**src/hw/rtl/crcfr_pkg.sv**
```systemverilog
`timescale 1ns / 1ps

package crcfr_pkg;

    // Frame head layout: header byte at offset 0, length complete at offset 9.
    localparam int unsigned HEAD_LAST = 9;
    localparam int unsigned OFS_VERSION = 1;
    localparam int unsigned OFS_INDEX_LO = 2;
    localparam int unsigned OFS_INDEX_HI = 3;
    localparam int unsigned OFS_SERVICE = 4;
    localparam int unsigned OFS_COMMAND = 5;
    localparam int unsigned OFS_FLAGS_LO = 6;
    localparam int unsigned OFS_FLAGS_HI = 7;
    localparam int unsigned OFS_LEN_LO = 8;

    // Head bytes plus CRC bytes that count against the frame limit.
    localparam int unsigned FRAME_OVERHEAD = 14;

    localparam logic [31:0] CRC_POLY = 32'hEDB8_8320;
    localparam logic [31:0] CRC_INIT = 32'hFFFF_FFFF;

    // Result kinds.
    localparam logic KIND_PAYLOAD = 1'b0;
    localparam logic KIND_STATUS = 1'b1;

    // End-of-frame status codes.
    localparam logic [1:0] ST_OK = 2'd0;
    localparam logic [1:0] ST_BAD_VERSION = 2'd1;
    localparam logic [1:0] ST_BAD_CRC = 2'd2;
    localparam logic [1:0] ST_TOO_LONG = 2'd3;

    // Receiver phase.
    typedef enum logic [1:0] {
        PH_IDLE,
        PH_HEAD,
        PH_PAYLOAD,
        PH_CRC
    } phase_t;

    // One result item.
    typedef struct packed {
        logic        kind;
        logic [7:0]  payload_byte;
        logic [11:0] payload_index;
        logic [1:0]  status;
        logic [7:0]  service_id;
        logic [7:0]  command_id;
        logic [15:0] packet_index;
        logic [15:0] frame_flags;
        logic [15:0] payload_length;
    } result_t;

    // Reflected CRC-32 update by one byte, bit at a time.
    function automatic logic [31:0] crc_byte(input logic [31:0] crc_in, input logic [7:0] b);
        logic [31:0] c;
        c = crc_in ^ {24'd0, b};
        for (int k = 0; k < 8; k++) begin
            if (c[0])
            begin
                c = (c >> 1) ^ CRC_POLY;
            end
            else
            begin
                c = c >> 1;
            end
        end
        return c;
    endfunction

endpackage

```
**src/hw/rtl/crcfr_in_if.sv**
```systemverilog
`timescale 1ns / 1ps

// Byte stream channel into the receiver.
interface crcfr_in_if;
    logic       valid;
    logic       ready;
    logic [7:0] rx_byte;

    modport source (output valid, output rx_byte, input ready);
    modport sink (input valid, input rx_byte, output ready);
endinterface

```
**src/hw/rtl/crcfr_out_if.sv**
```systemverilog
`timescale 1ns / 1ps

// Result channel out of the receiver.
interface crcfr_out_if;
    logic        valid;
    logic        ready;
    logic        kind;
    logic [7:0]  payload_byte;
    logic [11:0] payload_index;
    logic [1:0]  status;
    logic [7:0]  service_id;
    logic [7:0]  command_id;
    logic [15:0] packet_index;
    logic [15:0] frame_flags;
    logic [15:0] payload_length;

    modport source (
        output valid, output kind, output payload_byte, output payload_index,
        output status, output service_id, output command_id, output packet_index,
        output frame_flags, output payload_length, input ready
    );
    modport sink (
        input valid, input kind, input payload_byte, input payload_index,
        input status, input service_id, input command_id, input packet_index,
        input frame_flags, input payload_length, output ready
    );
endinterface

```
**src/hw/rtl/crcfr_engine.sv**
```systemverilog
`timescale 1ns / 1ps

module crcfr_engine
    import crcfr_pkg::*;
#(
    parameter int unsigned MAX_FRAME = 4096
)
(
    input  logic       clk,
    input  logic       rst_n,
    input  logic [7:0] header_byte,
    input  logic       in_fire,
    input  logic [7:0] rx_byte,
    output logic       res_push,
    output result_t    res
);

    localparam int unsigned PW = $clog2(MAX_FRAME);
    localparam logic [16:0] LEN_LIMIT = 17'(MAX_FRAME - FRAME_OVERHEAD);

    phase_t        phase_reg, phase_next;
    logic [3:0]    head_cnt_reg, head_cnt_next;
    logic [PW-1:0] pay_cnt_reg, pay_cnt_next;
    logic [1:0]    crcb_cnt_reg, crcb_cnt_next;
    logic [31:0]   crc_reg, crc_next;
    logic [31:0]   crc_rx_reg, crc_rx_next;
    logic [7:0]    version_reg, version_next;
    logic [7:0]    service_reg, service_next;
    logic [7:0]    command_reg, command_next;
    logic [15:0]   index_reg, index_next;
    logic [15:0]   flags_reg, flags_next;
    logic [15:0]   length_reg, length_next;

    logic [31:0] crc_upd;
    logic [16:0] pay_ext;
    logic [16:0] pay_inc;
    logic [31:0] crc_full;
    logic        frame_clear;

    assign crc_upd = crc_byte(crc_reg, rx_byte);
    assign pay_ext = 17'(pay_cnt_reg);
    assign pay_inc = pay_ext + 17'd1;
    assign crc_full = {rx_byte, crc_rx_reg[23:0]};

    // Phase, head field capture, CRC update and result for one accepted byte.
    always_comb
    begin
        phase_next = phase_reg;
        head_cnt_next = head_cnt_reg;
        pay_cnt_next = pay_cnt_reg;
        crcb_cnt_next = crcb_cnt_reg;
        crc_next = crc_reg;
        crc_rx_next = crc_rx_reg;
        version_next = version_reg;
        service_next = service_reg;
        command_next = command_reg;
        index_next = index_reg;
        flags_next = flags_reg;
        length_next = length_reg;
        frame_clear = 1'b0;
        res_push = 1'b0;
        res.kind = KIND_PAYLOAD;
        res.payload_byte = 8'd0;
        res.payload_index = 12'd0;
        res.status = ST_OK;

        if (in_fire)
        begin
            case (phase_reg)
                PH_IDLE:
                begin
                    if (rx_byte == header_byte)
                    begin
                        phase_next = PH_HEAD;
                        head_cnt_next = 4'd1;
                        crc_next = crc_byte(CRC_INIT, rx_byte);
                    end
                end
                PH_HEAD:
                begin
                    crc_next = crc_upd;
                    head_cnt_next = head_cnt_reg + 4'd1;
                    case (head_cnt_reg)
                        4'(OFS_VERSION):  version_next = rx_byte;
                        4'(OFS_INDEX_LO): index_next = {8'd0, rx_byte};
                        4'(OFS_INDEX_HI): index_next = {rx_byte, index_reg[7:0]};
                        4'(OFS_SERVICE):  service_next = rx_byte;
                        4'(OFS_COMMAND):  command_next = rx_byte;
                        4'(OFS_FLAGS_LO): flags_next = {8'd0, rx_byte};
                        4'(OFS_FLAGS_HI): flags_next = {rx_byte, flags_reg[7:0]};
                        4'(OFS_LEN_LO):   length_next = {8'd0, rx_byte};
                        default:          length_next = {rx_byte, length_reg[7:0]};
                    endcase
                    if (head_cnt_reg == 4'(HEAD_LAST))
                    begin
                        pay_cnt_next = '0;
                        crcb_cnt_next = 2'd0;
                        if ({1'b0, length_next} > LEN_LIMIT)
                        begin
                            res_push = 1'b1;
                            res.kind = KIND_STATUS;
                            res.status = ST_TOO_LONG;
                            frame_clear = 1'b1;
                        end
                        else if (length_next == 16'd0)
                        begin
                            phase_next = PH_CRC;
                        end
                        else
                        begin
                            phase_next = PH_PAYLOAD;
                        end
                    end
                end
                PH_PAYLOAD:
                begin
                    crc_next = crc_upd;
                    pay_cnt_next = pay_inc[PW-1:0];
                    res_push = 1'b1;
                    res.kind = KIND_PAYLOAD;
                    res.payload_byte = rx_byte;
                    res.payload_index = pay_ext[11:0];
                    if (pay_inc == {1'b0, length_reg})
                    begin
                        phase_next = PH_CRC;
                    end
                end
                default:
                begin
                    // Trailing CRC, least significant byte first.
                    crcb_cnt_next = crcb_cnt_reg + 2'd1;
                    case (crcb_cnt_reg)
                        2'd0:    crc_rx_next = {24'd0, rx_byte};
                        2'd1:    crc_rx_next = {16'd0, rx_byte, crc_rx_reg[7:0]};
                        2'd2:    crc_rx_next = {8'd0, rx_byte, crc_rx_reg[15:0]};
                        default: crc_rx_next = crc_full;
                    endcase
                    if (crcb_cnt_reg == 2'd3)
                    begin
                        res_push = 1'b1;
                        res.kind = KIND_STATUS;
                        if (version_reg != 8'd0)
                        begin
                            res.status = ST_BAD_VERSION;
                        end
                        else if ((crc_reg ^ CRC_INIT) != crc_full)
                        begin
                            res.status = ST_BAD_CRC;
                        end
                        else
                        begin
                            res.status = ST_OK;
                        end
                        frame_clear = 1'b1;
                    end
                end
            endcase
        end

        // Head fields as they stand after this byte go with every result.
        res.service_id = service_next;
        res.command_id = command_next;
        res.packet_index = index_next;
        res.frame_flags = flags_next;
        res.payload_length = length_next;

        if (frame_clear)
        begin
            phase_next = PH_IDLE;
            head_cnt_next = 4'd0;
            crc_next = CRC_INIT;
            crc_rx_next = 32'd0;
            version_next = 8'd0;
            service_next = 8'd0;
            command_next = 8'd0;
            index_next = 16'd0;
            flags_next = 16'd0;
            length_next = 16'd0;
        end
    end

    // Frame state registers.
    always_ff @(posedge clk or negedge rst_n)
    begin
        if (!rst_n)
        begin
            phase_reg <= PH_IDLE;
            head_cnt_reg <= 4'd0;
            pay_cnt_reg <= '0;
            crcb_cnt_reg <= 2'd0;
            crc_reg <= CRC_INIT;
            crc_rx_reg <= 32'd0;
            version_reg <= 8'd0;
            service_reg <= 8'd0;
            command_reg <= 8'd0;
            index_reg <= 16'd0;
            flags_reg <= 16'd0;
            length_reg <= 16'd0;
        end
        else
        begin
            phase_reg <= phase_next;
            head_cnt_reg <= head_cnt_next;
            pay_cnt_reg <= pay_cnt_next;
            crcb_cnt_reg <= crcb_cnt_next;
            crc_reg <= crc_next;
            crc_rx_reg <= crc_rx_next;
            version_reg <= version_next;
            service_reg <= service_next;
            command_reg <= command_next;
            index_reg <= index_next;
            flags_reg <= flags_next;
            length_reg <= length_next;
        end
    end

endmodule

```
**src/hw/rtl/crcfr_out_buf.sv**
```systemverilog
`timescale 1ns / 1ps

module crcfr_out_buf
    import crcfr_pkg::*;
(
    input  logic    clk,
    input  logic    rst_n,
    input  logic    push,
    input  result_t push_res,
    output logic    push_ready,
    output logic    out_valid,
    input  logic    out_ready,
    output result_t out_res
);

    logic    main_valid_reg;
    logic    skid_valid_reg;
    result_t main_reg;
    result_t skid_reg;
    logic    main_free;

    // Upstream stalls only once the skid entry is holding an item.
    assign push_ready = !skid_valid_reg;
    assign out_valid = main_valid_reg;
    assign out_res = main_reg;
    assign main_free = !main_valid_reg || out_ready;

    // Valid flags.
    always_ff @(posedge clk or negedge rst_n)
    begin
        if (!rst_n)
        begin
            main_valid_reg <= 1'b0;
            skid_valid_reg <= 1'b0;
        end
        else if (main_free)
        begin
            main_valid_reg <= skid_valid_reg || push;
            skid_valid_reg <= 1'b0;
        end
        else if (push)
        begin
            skid_valid_reg <= 1'b1;
        end
    end

    // Payload registers.
    always_ff @(posedge clk)
    begin
        if (main_free)
        begin
            main_reg <= skid_valid_reg ? skid_reg : push_res;
        end
        if (!main_free && push)
        begin
            skid_reg <= push_res;
        end
    end

endmodule

```
**src/hw/rtl/crc32_checked_frame_receiver.sv**
```systemverilog
`timescale 1ns / 1ps

// Frame receiver for a byte stream with a length-prefixed head and a trailing
// CRC-32. It takes one byte per clock and never stalls the input while results
// are being taken: each byte is handled in the cycle it is accepted, and its
// result (if any) is registered into a two-entry output buffer. Bytes
// are dropped until one equals header_byte, then a 10-byte head is collected,
// the payload bytes are passed out one item each with their index, and after
// the four CRC bytes one status item reports ok, bad version, or bad CRC.
// A payload length above MAX_FRAME - 14 gives a too-long status right after
// the head and the receiver goes back to hunting for the header byte.
// header_byte is written over the APB port at address 0 and should only be
// changed between frames.
module crc32_checked_frame_receiver
    import crcfr_pkg::*;
#(
    parameter int unsigned MAX_FRAME = 4096
)
(
    input  logic              clk,
    input  logic              rst_n,
    input  logic              psel,
    input  logic              penable,
    input  logic              pwrite,
    input  logic [2:0]        paddr,
    input  logic [31:0]       pwdata,
    output logic [31:0]       prdata,
    output logic              pready,
    crcfr_in_if.sink          frame_in,
    crcfr_out_if.source       frame_out
);

    logic [7:0] header_byte_reg;
    logic       hdr_sel;
    logic       in_fire;
    logic       res_push;
    logic       push_ready;
    result_t    res;
    result_t    out_res;

    // Configuration register access; the low address bits select bytes only.
    assign hdr_sel = (paddr[2] == 1'b0);
    assign pready = 1'b1;
    assign prdata = hdr_sel ? {24'd0, header_byte_reg} : 32'd0;

    always_ff @(posedge clk or negedge rst_n)
    begin
        if (!rst_n)
        begin
            header_byte_reg <= 8'd0;
        end
        else if (psel && penable && pwrite && hdr_sel)
        begin
            header_byte_reg <= pwdata[7:0];
        end
    end

    // Input handshake.
    assign frame_in.ready = push_ready;
    assign in_fire = frame_in.valid && push_ready;

    crcfr_engine #(
        .MAX_FRAME (MAX_FRAME)
    ) u_engine (
        .clk         (clk),
        .rst_n       (rst_n),
        .header_byte (header_byte_reg),
        .in_fire     (in_fire),
        .rx_byte     (frame_in.rx_byte),
        .res_push    (res_push),
        .res         (res)
    );

    crcfr_out_buf u_out_buf (
        .clk        (clk),
        .rst_n      (rst_n),
        .push       (res_push),
        .push_res   (res),
        .push_ready (push_ready),
        .out_valid  (frame_out.valid),
        .out_ready  (frame_out.ready),
        .out_res    (out_res)
    );

    // Result fields onto the output channel.
    assign frame_out.kind = out_res.kind;
    assign frame_out.payload_byte = out_res.payload_byte;
    assign frame_out.payload_index = out_res.payload_index;
    assign frame_out.status = out_res.status;
    assign frame_out.service_id = out_res.service_id;
    assign frame_out.command_id = out_res.command_id;
    assign frame_out.packet_index = out_res.packet_index;
    assign frame_out.frame_flags = out_res.frame_flags;
    assign frame_out.payload_length = out_res.payload_length;

endmodule
```
**src/flat_wrapper.sv**
```systemverilog
// flat-port wrapper written by rule: the top's interface ports become plain ports
module crc32_checked_frame_receiver_flat import crcfr_pkg::*;
#(
    parameter int unsigned MAX_FRAME = 4096
)
  (clk, rst_n, psel, penable, pwrite, paddr, pwdata, prdata, pready, frame_in_valid, frame_in_rx_byte, frame_in_ready, frame_out_valid, frame_out_kind, frame_out_payload_byte, frame_out_payload_index, frame_out_status, frame_out_service_id, frame_out_command_id, frame_out_packet_index, frame_out_frame_flags, frame_out_payload_length, frame_out_ready);
  crcfr_in_if frame_in_i ();
  crcfr_out_if frame_out_i ();
  input  logic clk;
  input  logic rst_n;
  input  logic psel;
  input  logic penable;
  input  logic pwrite;
  input  logic [2:0] paddr;
  input  logic [31:0] pwdata;
  output logic [31:0] prdata;
  output logic pready;
  input wire logic [$bits(frame_in_i.valid)-1:0] frame_in_valid;
  input wire logic [$bits(frame_in_i.rx_byte)-1:0] frame_in_rx_byte;
  output wire logic [$bits(frame_in_i.ready)-1:0] frame_in_ready;
  output wire logic [$bits(frame_out_i.valid)-1:0] frame_out_valid;
  output wire logic [$bits(frame_out_i.kind)-1:0] frame_out_kind;
  output wire logic [$bits(frame_out_i.payload_byte)-1:0] frame_out_payload_byte;
  output wire logic [$bits(frame_out_i.payload_index)-1:0] frame_out_payload_index;
  output wire logic [$bits(frame_out_i.status)-1:0] frame_out_status;
  output wire logic [$bits(frame_out_i.service_id)-1:0] frame_out_service_id;
  output wire logic [$bits(frame_out_i.command_id)-1:0] frame_out_command_id;
  output wire logic [$bits(frame_out_i.packet_index)-1:0] frame_out_packet_index;
  output wire logic [$bits(frame_out_i.frame_flags)-1:0] frame_out_frame_flags;
  output wire logic [$bits(frame_out_i.payload_length)-1:0] frame_out_payload_length;
  input wire logic [$bits(frame_out_i.ready)-1:0] frame_out_ready;
  assign frame_in_i.valid = frame_in_valid;
  assign frame_in_i.rx_byte = frame_in_rx_byte;
  assign frame_in_ready = frame_in_i.ready;
  assign frame_out_valid = frame_out_i.valid;
  assign frame_out_kind = frame_out_i.kind;
  assign frame_out_payload_byte = frame_out_i.payload_byte;
  assign frame_out_payload_index = frame_out_i.payload_index;
  assign frame_out_status = frame_out_i.status;
  assign frame_out_service_id = frame_out_i.service_id;
  assign frame_out_command_id = frame_out_i.command_id;
  assign frame_out_packet_index = frame_out_i.packet_index;
  assign frame_out_frame_flags = frame_out_i.frame_flags;
  assign frame_out_payload_length = frame_out_i.payload_length;
  assign frame_out_i.ready = frame_out_ready;
  crc32_checked_frame_receiver #(.MAX_FRAME(MAX_FRAME)) u_core (.clk(clk), .rst_n(rst_n), .psel(psel), .penable(penable), .pwrite(pwrite), .paddr(paddr), .pwdata(pwdata), .prdata(prdata), .pready(pready), .frame_in(frame_in_i), .frame_out(frame_out_i));
endmodule
```
**config.mk**
```make
export PLATFORM = sky130hd
export DESIGN_NAME = crc32_checked_frame_receiver_flat
export DESIGN_NICKNAME = d
export VERILOG_FILES = /design/src/hw/rtl/crcfr_pkg.sv /design/src/hw/rtl/crcfr_in_if.sv /design/src/hw/rtl/crcfr_out_if.sv /design/src/hw/rtl/crcfr_engine.sv /design/src/hw/rtl/crcfr_out_buf.sv /design/src/hw/rtl/crc32_checked_frame_receiver.sv /design/src/flat_wrapper.sv
export SDC_FILE = /design/constraint.sdc
export NUM_CORES = 1
export LEC_CHECK = 0
export BUFFER_PORTS_ARGS = -buffer_cell sky130_fd_sc_hd__buf_2
export CORE_ASPECT_RATIO = 0.5
export CORE_MARGIN = 2
export CORE_UTILIZATION = 25
export CTS_CLUSTER_SIZE = 16
export DETAILED_ROUTE_END_ITERATION = 12
export GPL_ROUTABILITY_DRIVEN = 0
export PLACE_DENSITY = 0.41
export SLEW_MARGIN = 10
export SYNTH_ARGS = -nofsm -noshare
export SYNTH_HDL_FRONTEND = slang
export SYNTH_SLANG_ARGS = --single-unit
```
**constraint.sdc**
```tcl
create_clock -name clk -period 7.2 [get_ports clk]
set_input_delay 1.44 -clock clk [delete_from_list [all_inputs] [get_ports clk]]
set_output_delay 1.44 -clock clk [all_outputs]
set_load 0.005 [all_outputs]
```
After elaboration in Yosys (flattened, before gate mapping):

Cells that the tools add are included.

* add/sub/neg operators: 3
* $lt $le $gt $ge: 1
* eq/ne operators: 25
* multiplexer cells: 106
* bitwise logic cells: 21
* reduce and logical (&&, ||, !) cells: 38

Operators by type and width (number)
* two-way mux 32 bit: 40
* inverter 13 -> 14 bit: 16
* two-way mux 16 bit: 11
* two-way mux 8 bit: 13
* case mux 16 bit (2 select lines): 3
* two-way mux 87 bit: 1
* two-way mux 24 bit: 3
* case mux 24 bit (3 select lines): 1
* case mux 32 bit (2 select lines): 1
* != test 32 bit: 1
* inverter 32 bit: 1
* inverter 8 -> 32 bit: 1
* bitwise XOR 32 x 8 -> 32 bit: 1
* two-way mux 2 bit: 12
* case mux 12 bit (2 select lines): 1
* two-way mux 23 bit: 1
* two-way mux 20 bit: 1
* AND reduction 3 bit: 6
* == test 13 x 16 -> 1 bit: 1
* == test 4 x 3 -> 1 bit (second input constant): 4
* greater-than comparator 16 x 12 -> 1 bit (second input constant): 1
* zero test 16 bit: 1
* adder 12 x 1 -> 13 bit (second input constant): 1
* two-way mux 12 bit: 1
* 33 further kinds: 71

* bits in registers: 332
* bits of input ports: 50
* output and inout bits: 122
* logic and storage cells: 229

Longest topological paths before layout:

Gate-level depths: netlist of run 1.

* depth after elaboration: 42
* depth in mapped cells: 12
* gate-level depth less buffers: 11

Cells and area by module:

Synthesis of run 1 repeated with hierarchy kept, for this count alone.

* cells, all modules: 1310
* area total of the unflattened synthesis: 16437.0 µm²

By module, submodules not included
* crcfr_engine: instances 1, cells an instance 977, area each 9469.1 µm², seq. area each 3743.6 µm²
* crcfr_out_buf: instances 1, cells an instance 280, area each 6382.4 µm², seq. area each 5275.1 µm²
* crc32_checked_frame_receiver: instances 1, cells an instance 53, area each 585.6 µm², seq. area each 200.2 µm²

Worst setup path after synthesis of run 1:

Ideal clock, no wire load.

* path kind: input-to-reg
* start: input frame_out_ready
* end: register u_core.u_out_buf.skid_reg[0] (netlist name) (enable)
* library setup time: 0.534 ns
* arrival time: 7.416 ns
* required time: 6.666 ns
* slack: -0.750 ns
* stages: 2
* buffers on the path: 0
* cells stage by stage: nand2b_1 nor2_1

* longest elaborated chain between the ends: 3

RTL lines
* from (decl): RTL line flat_wrapper.sv:31 `input wire logic [$bits(frame_out_i.ready)-1:0] frame_out_ready;`
* logical OR 1 bit: RTL line crcfr_out_buf.sv:26 `assign main_free = !main_valid_reg || out_ready;`
* zero test 1 bit: RTL line crcfr_out_buf.sv:54 `if (!main_free && push)`
* logical AND 1 bit: RTL line crcfr_out_buf.sv:54
* to (signal assigned): RTL line crcfr_out_buf.sv:56 `skid_reg <= push_res;`
* to (decl): RTL line crcfr_out_buf.sv:19 `result_t skid_reg;`

No other way between the ends.
A chain may end at the register's enable or synchronous reset.

Final worst setup path of run 1:

* start: input frame_in_rx_byte[2]
* end: register u_core.u_out_buf.skid_reg[76] (netlist name) (enable)

* longest elaborated chain between the ends: 9

RTL lines
* from (decl): RTL line flat_wrapper.sv:19 `input wire logic [$bits(frame_in_i.rx_byte)-1:0] frame_in_rx_byte;`
* case mux 16 bit (2 select lines): RTL line crcfr_engine.sv:83 `case (head_cnt_reg)`
* two-way mux 16 bit: RTL line crcfr_engine.sv:69 `case (phase_reg)`
* two-way mux 16 bit: RTL line crcfr_engine.sv:67 `if (in_fire)`
* greater-than comparator 16 x 12 -> 1 bit: RTL line crcfr_engine.sv:98 `if ({1'b0, length_next} > LEN_LIMIT)`
* two-way mux 1 bit: RTL line crcfr_engine.sv:98
* two-way mux 1 bit: RTL line crcfr_engine.sv:94 `if (head_cnt_reg == 4'(HEAD_LAST))`
* case mux 1 bit (3 select lines): RTL line crcfr_engine.sv:69
* two-way mux 1 bit: RTL line crcfr_engine.sv:67
* logical AND 1 bit: RTL line crcfr_out_buf.sv:54

No other way between the ends. The select of a mux whose other input is x is not followed.

==> results of run 1 <==
-- area by class of cell --
type                    count  area (um2)
multi-input cells         853        6367
clock inverters            14       232.7
flip-flops and latches    332        9219
clock buffers              52        1031
fillers                  6440       44620
repair buffers            140       769.5
well taps                 837        1047
inverters                  18       67.56
-- worst max-delay path, stage by stage --
cell      delay, ns
buf_2          0.72
nand3_1        0.15
a221o_2        0.46
a311oi_4       0.30
o31ai_1        0.17
nor2_4         0.16
buf_4          0.56
-- routing by layer --
layer  share of wire (%)  vias to the layer above  track usage [%]
met1                  47                     5157            17.72
met5                   0                        -                0
li1                    -                     4720                -
met4                 1.6                        0            2.755
met3                 3.8                       44            2.343
met2                  48                      138            21.98
-- path summary, 6_finish.rpt --
kind / to / slack [ns] / cells past startpoint
max in group asynchronous: u_core.u_engine.crc_rx_reg[14] / 5.03 / 2
min in group asynchronous: u_core.u_engine.service_reg[4] / 0.86 / 1
min reg2reg: u_core.u_engine.crc_reg[18] / 0.51 / 2
max: u_core.u_out_buf.skid_reg[76] / 3.34 / 7
min: u_core.u_engine.crc_reg[18] / 0.51 / 2
max reg2reg: u_core.u_out_buf.out_res[59] / 3.71 / 7
-- placed cells by master, fill, tap and decap left out, types with 37 or more instances in the layout --
cell type / synthesis / layout
buf_2: 27 / 119
a21oi_1: 37 / 37
a22o_1: 59 / 59
edfxtp_1: 174 / 174
dfrtp_1: 126 / 126
and2_1: 63 / 63
mux2_2: 97 / 97
xor2_1: 80 / 80
nand2_1: 98 / 98
xnor2_1: 86 / 86
-- power groups by stage --
stage / Sequential (mW) / Combinational (mW) / Clock [mW]
floorplan: 2.98 / 2.45 / 0
global placement: 3.16 / 3.17 / 0
detailed placement: 3.17 / 3.20 / 0
CTS: 3.14 / 3.23 / 2.05
global route: 3.19 / 3.53 / 2.13
finish: 3.12 / 3.19 / 1.99
-- metrics by stage --
step	utilization [%]	instance area [um2]	worst slack (ns)	hold slack [ns]	cells
after floorplan	-	16190	0.2436	0.4762	1318
after CTS	29.56	18730	3.331	0.5108	2246
after global placement	27.56	17460	2.792	0.5025	2180
after detailed placement	27.56	17460	2.761	0.5038	2180
after global routing	29.57	18730	3.219	0.5399	2246
final	29.57	18730	3.345	0.5135	2246
-- kinds of logic after synthesis --
logic type                 count (synthesis)  synth area share [%]
AOI/OAI and AO/OA                        212                 9.471
xor gates and xnor gates                 178                 10.36
adders and majority gates                 13                 1.010
buffers and inverters                    133                 3.985
DFF                                      332                 57.24
muxes                                    103                 7.155
other                                      2               0.04663
and+or+nand+nor                          322                 10.73
-- synth_stat cells (21+ instances only) --
| library cell | number | share of area [%] |
|---|---|---|
| a21oi_1 | 37 | 1.1 |
| mux2_2 | 97 | 6.8 |
| and3_1 | 21 | 0.82 |
| buf_4 | 27 | 1.3 |
| nand2_1 | 98 | 2.3 |
| xnor2_1 | 86 | 4.7 |
| edfxtp_1 | 174 | 32 |
| o211ai_1 | 23 | 1.1 |
| a22o_1 | 59 | 3.2 |
| xor2_1 | 80 | 4.4 |
| a21o_1 | 23 | 1.1 |
| and2_1 | 63 | 2.4 |
| nor2_1 | 28 | 0.65 |
| clkbuf_1 | 55 | 1.3 |
| o21ai_0 | 31 | 0.96 |
| buf_2 | 27 | 0.84 |
| dfrtp_1 | 126 | 20 |
| dfstp_2 | 32 | 5.2 |
==> impl_results.md, run 1 <==
- Clock power share: 24.0%
- DR iter-0 viols: 641
- Core region area: 63,350 um2
- Antenna cell count: 0
- Largest net degree at the start of global routing: 66
- Initial Util: 25.42%
- Design Power: 8.309 mW
- Mapped Area: 16,110 um2
- RSZ-0062 raised after global routing: no
- Number of placed I/O pins: 172
- R2R Path Start: u_core.u_out_buf.skid_valid_reg
- Worst Min Path Start: u_core.u_engine.crc_reg[18]
- Fin crit period: 3.855 ns
- Worst Path Required: 7.36 ns
- Clock transition at the registers of the reported paths: 0.06 ns
- Synth warn: 0
- Gr ovfl total: 0
- GRT Util Overall: 13.11%
- Status: complete, no violations
- Post-CTS Setup Bufs: 0
- Worst-Margin Slew: 1.130 ns
- Syn_area_per_cell: 12.44 um2
- Final setup violation count: 0
- Asr flop ratio synth: 47.59%
- DR vias: 10,060
- Hold_buf cts: 0
- CTS tree: built
- Switching share of total power: 35.25%
- Final Hold Fails: 0
- Setup TNS Final: 0 ns
- Share of layout cells above drive strength 1: 25.34%
- Post-DP HPWL: 27,220 um
- Max frequency: 259.4 MHz
- DRC errors left: 0
- CP Data Arrival Time: 4.02 ns
- Latest clock arrival within the worst-skew pair: 0.55 ns
- PD cells: 443.5 nW/um2
- Skew final: 0.02243 ns
- Synth Instances: 1,295
- NumNets Final: 1,444
- Drt total wl: 43,710 um
- Post-synth top flop: edfxtp_1
- Longest Clk Path Bufs: 3
- Logic gate share of total power: 38.4%
- HP Class: flop to flop
- #FFs+latches synth: 332
- Internal Power: 5.380 mW
- Slew margin rel.: 24.66%
- First-pass GRT wire length: 66,830 um
- # resized after CTS: 0
- Number of global-route vias before repair: 10,400
- Row cnt: 65
- Setup CP Type: primary input to flop
- Critical Path Sink Type: flop
- Die Area: 66,590 um2
- Final Slew Violations: 0
- Routed Antenna Nets: 0
- Total CTS buffers: 36
- Reg power frac: 37.6%
- Layout area overhead: 16.32%
- Number of enable flip-flop cells after synthesis: 174
- Die width: 362.9 um
- Final period util: 53.55%
- Max VDD drop: 0.2097 mV
- Switching power: 2.929 mW
- Crit-path max FO: 48
- DR WL/cell: 19.46 um
- Htree depth: 2
- Leak: 8.000 nW
- DR vias/cell: 4.479
- Netlist cell types: 70
- Drt first pass iters: 4
- Startpoint Class: primary input
- Max cap viols: 0
- Die height: 183.5 um
- Root Buffer: clkbuf_16
- Clock sink count: 332
- Crit path from: frame_in_rx_byte[2]
- Sequential area share after synthesis: 57.24%
- Initial antenna violation count: 1
- I/O Buffers: 120
Note: power is estimated with default switching activity, not from simulation.
==> run 2, diff against run 1 <==
- clock period: 7.2 -> 3.4 ns (I/O delays scaled with it)
==> impl_results.md, run 2 (synthesized netlist as in run 1, its figures left out) <==
- RSZ-0062 raised after global routing: no
- Setup TNS Final: 0 ns (unchanged)
- Drt total wl: 44,070 um (+0.82%)
- Worst Path Required: 3.64 ns (-3.72 ns)
- DR vias/cell: 4.514 (+0.79%)
- Status: complete, no violations
- Crit-path max FO: 24 (-50%)
- Number of global-route vias before repair: 10,840 (+4.2%)
- Layout area overhead: 17.98%
- CP max-delay cell: dfrtp_1
- Non-Filler Instances: 2,284 (+1.7%)
- DR vias: 10,310 (+2.5%)
- Hold_buf cts: 0 (unchanged)
- Worst Setup EP: u_core.u_out_buf.skid_reg[62]
- Commonest non-fill, non-tap cell in the layout: edfxtp_1
- First-pass GRT wire length: 68,040 um (+1.8%)
- Clock transition at the registers of the reported paths: 0.06 ns (about the same)
- Worst reg2reg path depth: 10 (+3)
- Final setup violation count: 0 (unchanged)
- CP max stage delay: 0.45 ns (-0.27 ns)
- Post-DP HPWL: 29,230 um (+7.4%)
- Max frequency: 323.5 MHz
- CP Data Arrival Time: 3.33 ns (-0.69 ns)
- Die height: 183.5 um (unchanged)
- Drt first pass iters: 5 (+1)
- Final Slew Violations: 0 (unchanged)
- Placed Cells: 2,216 (+1.7%)
- CTS tree: built
- Most frequent cells in the layout: edfxtp_1 (174), dfrtp_1 (125), buf_2 (119)
- Post-CTS Setup Bufs: 0 (unchanged)
- Worst-Margin Slew: 0.7851 ns (-0.3450 ns)
- Setup CP Type: flop to flop
- Latest clock arrival within the worst-skew pair: 0.54 ns (about the same)
- Row cnt: 65 (unchanged)
- Longest Clk Path Bufs: 3 (unchanged)
- DRC errors left: 0 (unchanged)
- Max VDD drop: 0.3537 mV (+69%)
- DR WL/cell: 19.29 um (-0.86%)
- Clock sink count: 332 (unchanged)
- Number of placed I/O pins: 172 (unchanged)
- Startpoint Class: flop
- Die Area: 66,590 um2 (unchanged)
- Cell breakdown of the critical path: inv_1 -> ha_1 -> nand3b_1 -> nand3_1 -> a221o_2 -> a311oi_4 -> o31ai_2 -> nor2_4 -> buf_12 -> buf_12
- Total CTS buffers: 37 (+2.8%)
- Fin crit period: 3.092 ns
- R2R Path Start: u_core.u_engine.head_cnt_reg[1]
- Htree depth: 2 (unchanged)
- R2R Setup Slk: 0.31 ns (-3.40 ns)
- Antenna cell count: 0 (unchanged)
- Initial antenna violation count: 0 (-1)
- Initial Util: 25.42% (unchanged)
- DR iter-0 viols: 723 (+13%)
- Final period util: 90.93%
- Layout fillers: 6,393 (-0.73%)
- Crit Reg-Reg Endpoint: u_core.u_out_buf.skid_reg[62]
- Routed Antenna Nets: 0 (unchanged)
- Share of layout cells above drive strength 1: 27.51% (+2.2 points)
- Final Hold Fails: 0 (unchanged)
- Slew margin rel.: 47.31% (+23 points)
- Die width: 362.9 um (unchanged)
- Skew final: 0.01826 ns (-0.004170 ns)
- Core region area: 63,350 um2 (unchanged)
- Largest net degree at the start of global routing: 76 (+15%)
- Gr ovfl total: 0 (unchanged)
- Leak: 8.143 nW (+1.8%)
- NumNets Final: 1,481 (+2.6%)
- # resized after CTS: 0 (unchanged)
- Critical Path Sink Type: flop
- Root Buffer: clkbuf_16
- Crit path from: u_core.u_engine.head_cnt_reg[1]
- HP Class: primary input to asynchronous set/reset pin
- I/O Buffers: 120 (unchanged)
- Max cap viols: 0 (unchanged)
- PD cells: 919.5 nW/um2 (+110%)
- Cell repeated most along the worst path: buf_12
- GRT Util Overall: 13.29% (+0.18 points)
-- run 2: power by group --
| part | switching [mW] | total (mW) | internal, mW |
|---|---|---|---|
| sequential | 0.831 | 6.58 | 5.75 |
| clock | 1.72 | 3.83 | 2.11 |
| combinational | 3.72 | 7.07 | 3.35 |
| total | 6.27 | 17.5 | 11.2 |
-- run 2: worst min-delay path by stage --
stage / cells after the start / to
after floorplan: 0 / u_core.header_byte_reg[0]
after global placement: 2 / u_core.u_engine.crc_reg[18]
after detailed placement: 1 / u_core.u_engine.crc_rx_reg[19]
after CTS: 1 / u_core.u_engine.service_reg[4]
after global routing: 1 / u_core.u_engine.service_reg[4]
final: 1 / u_core.u_engine.service_reg[4]
-- run 2: stage by stage --
step | hold slack [ns] | setup slack [ns] | utilization, % | total power, mW | instance area (um2)
CTS | 0.2037 | 0.2427 | 29.99 | 17.71 | 19000
global route | 0.2295 | 0.04868 | 29.99 | 18.67 | 19000
floorplan | 0.3844 | -0.1976 | - | 11.52 | 16250
detailed placement | 0.5060 | 0.2667 | 28.20 | 13.75 | 17870
finish | 0.1831 | 0.3084 | 29.99 | 17.47 | 19000
global placement | 0.5029 | 0.3317 | 28.20 | 13.69 | 17870
-- run 2: layer usage --
| metal | part of all wire (%) | track usage [%] | wire length [um] | vias up |
|---|---|---|---|---|
| li1 | - | - | - | 4806 |
| met1 | 46 | 17.45 | 20140 | 5252 |
| met2 | 48 | 22.45 | 21160 | 192 |
| met3 | 4.3 | 2.722 | 1915 | 60 |
| met4 | 1.9 | 3.203 | 855 | 0 |
| met5 | 0 | 0 | 0 | - |
-- run 2: critical path: cells and delay by family (launching register included) --
kind,cells,cell delay [ns]
simple gates,3,0.65
buf+inv,3,0.50
flops,1,0.45
fa+ha+maj,1,0.24
compound gates,3,0.93
-- run 2: layout make-up --
cell class / instances / area (um2) / share of cell area, %
inverters: 18 / 67.56 / 0.3556
multi-input cells: 853 / 6392 / 33.64
well taps: 837 / 1047 / 5.512
clock inverters: 19 / 132.6 / 0.6980
clock buffers: 49 / 1001 / 5.268
flip-flops and latches: 332 / 9220 / 48.53
repair buffers: 176 / 1140 / 5.999
==> run 3, diff against run 2 <==
- PLACE_DENSITY: 0.41 -> 0.4
- clock period: 3.4 -> 3.1 ns (I/O delays scaled with it)
==> impl_results.md, run 3 (synthesized netlist as in run 1, its figures left out) <==
- Max cap viols: 0 (unchanged)
- Number of placed I/O pins: 172 (unchanged)
- Non-Filler Instances: 2,311 (+1.2%)
- I/O Buffers: 120 (unchanged)
- First-pass GRT wire length: 67,610 um (-0.64%)
- Final period util: 94.05% (+3.1 points)
- Crit-path max FO: 24 (unchanged)
- Worst reg2reg path depth: 9 (-1)
- GR Util met2: 22.25% (-0.20 points)
- Clock sink count: 332 (unchanged)
- Most frequent cells in the layout: edfxtp_1 (174), dfrtp_1 (124), buf_2 (119)
- Placed Cells: 2,241 (+1.1%)
- PD cells: 1018 nW/um2 (+11%)
- Routed Antenna Nets: 0 (unchanged)
- Initial antenna violation count: 1 (+1)
- Skew final: 0.02455 ns (+0.006292 ns)
- Post-DP HPWL: 29,840 um (+2.1%)
- Setup TNS Final: 0 ns (unchanged)
- Core region area: 63,350 um2 (unchanged)
- Slew margin rel.: 49.47% (+2.2 points)
- Crit Reg-Reg Endpoint: u_core.u_out_buf.skid_reg[71]
- Max VDD drop: 0.3774 mV (+6.7%)
- Drt total wl: 44,050 um (about the same)
- Hold Slack: 0.01836 ns (-0.1647 ns)
- Die width: 362.9 um (unchanged)
- Gr ovfl total: 0 (unchanged)
- Layout fillers: 6,409 (+0.25%)
- NumNets Final: 1,507 (+1.8%)
- Post-CTS Setup Bufs: 0 (unchanged)
- Setup CP Type: flop to flop
- Total CTS buffers: 38 (+2.7%)
- DR WL/cell: 19.06 um (-1.2%)
- DR iter-0 viols: 646 (-11%)
- RSZ-0062 raised after global routing: no
- Final setup violation count: 0 (unchanged)
- Max frequency: 343.0 MHz (+6.0%)
- GRT Util Overall: 13.29% (about the same)
- CP Data Arrival Time: 3.11 ns (-0.22 ns)
- Status: complete, no violations
- Antenna cell count: 0 (unchanged)
- # resized after CTS: 0 (unchanged)
- Worst Path Required: 3.29 ns (-0.35 ns)
- GRT met1 Usage: 17.91% (+0.45 points)
- Critical Path Sink Type: flop
- Drt first pass iters: 5 (unchanged)
- Final Hold Fails: 0 (unchanged)
- CTS tree: built
- GR Layer Usage met3: 2.304% (-0.42 points)
- Largest net degree at the start of global routing: 74 (-2.6%)
- R2R Path Start: u_core.u_engine.head_cnt_reg[1]
- Number of global-route vias before repair: 10,780 (-0.54%)
- Row cnt: 65 (unchanged)
- Final setup margin: 0.1843 ns (-0.1241 ns)
- Most used routing layer: met2
- R2R Setup Slk: 0.18 ns (-0.12 ns)
- Final Slew Violations: 0 (unchanged)
- Die height: 183.5 um (unchanged)
- DR vias/cell: 4.461 (-1.2%)
- HP Class: primary input to asynchronous set/reset pin
- Place WS: 0.1770 ns (-0.08969 ns)
- Fin crit period: 2.916 ns (-0.1759 ns)
- Hold_buf cts: 0 (unchanged)
- Startpoint Class: flop
- Die Area: 66,590 um2 (unchanged)
- Commonest non-fill, non-tap cell in the layout: edfxtp_1
- Leak: 8.331 nW (+2.3%)
- Latest clock arrival within the worst-skew pair: 0.55 ns (about the same)
- Layout area overhead: 20.07%
- Share of layout cells above drive strength 1: 28.63% (+1.1 points)
- DR vias: 10,310 (-0.0097%)
- Htree depth: 2 (unchanged)
- DRC errors left: 0 (unchanged)
- Longest Clk Path Bufs: 3 (unchanged)
- Root Buffer: clkbuf_16
- Worst-Margin Slew: 0.7529 ns (-0.03222 ns)
- Initial Util: 25.42% (unchanged)
- Clock transition at the registers of the reported paths: 0.06 ns (about the same)
run 3: cell count changes in the layout (fill, tap and decap cells not counted), moves of 2 or more:
cell / before / now
clkinv_2: 8 / 3
buf_4: 47 / 71
clkinv_1: 2 / 7
ha_2: 2 / 0
bufinv_16: 0 / 5
run 3: critical path, stage by stage (launching register included):
cell,delay [ns]
dfrtp_2,0.46
inv_2,0.10
ha_4,0.23
nor4_4,0.08
or2_1,0.26
a221o_2,0.42
a311oi_4,0.34
o31ai_2,0.14
nor2_4,0.16
buf_4,0.36
run 3: worst max-delay path by stage:
stage,startpoint,slack [ns],endpoint,cells past startpoint
after floorplan,u_core.u_engine.head_cnt_reg[1],-0.49,u_core.u_out_buf.skid_reg[0],8
after global placement,frame_in_valid,0.18,u_core.u_out_buf.out_res[54],7
after detailed placement,u_core.u_engine.head_cnt_reg[1],0.18,u_core.u_out_buf.skid_reg[68],9
after CTS,u_core.u_engine.head_cnt_reg[1],0.16,u_core.u_out_buf.skid_reg[68],9
after global routing,u_core.u_engine.head_cnt_reg[1],0.03,u_core.u_out_buf.skid_reg[71],9
final,u_core.u_engine.head_cnt_reg[1],0.18,u_core.u_out_buf.skid_reg[71],9
run 3: where the power goes:
group	switching (mW)	internal [mW]	leakage, nW
combinational	4.12	3.75	3.89
sequential	0.897	6.31	3.84
clock	1.89	2.74	0.606
run 3: layout make-up:
cell class | count | area (um2) | share of cell area (%)
inverter | 18 | 67.56 | 0.3494
clock buffer | 48 | 1008 | 5.215
multi-input combinational | 853 | 6400 | 33.09
tap | 837 | 1047 | 5.415
timing repair buffer | 201 | 1340 | 6.929
clock inverter | 22 | 254.0 | 1.313
sequential | 332 | 9221 | 47.68
run 3: metrics by stage:
stage | total power, mW | utilization (%) | instance area, um2
2_1_floorplan | 12.65 | - | 16250
3_3_place_gp | 15.15 | 28.53 | 18080
3_5_place_dp | 15.24 | 28.53 | 18080
4_1_cts | 20.01 | 30.52 | 19340
5_1_grt | 21.06 | 30.52 | 19340
6_report | 19.69 | 30.52 | 19340
run 3: metal layers:
metal  share of wire, %  up-vias
li1                   -     4861
met1                 47     5210
met2                 48      183
met3                3.9       55
met4                1.9        0
met5                  0        -
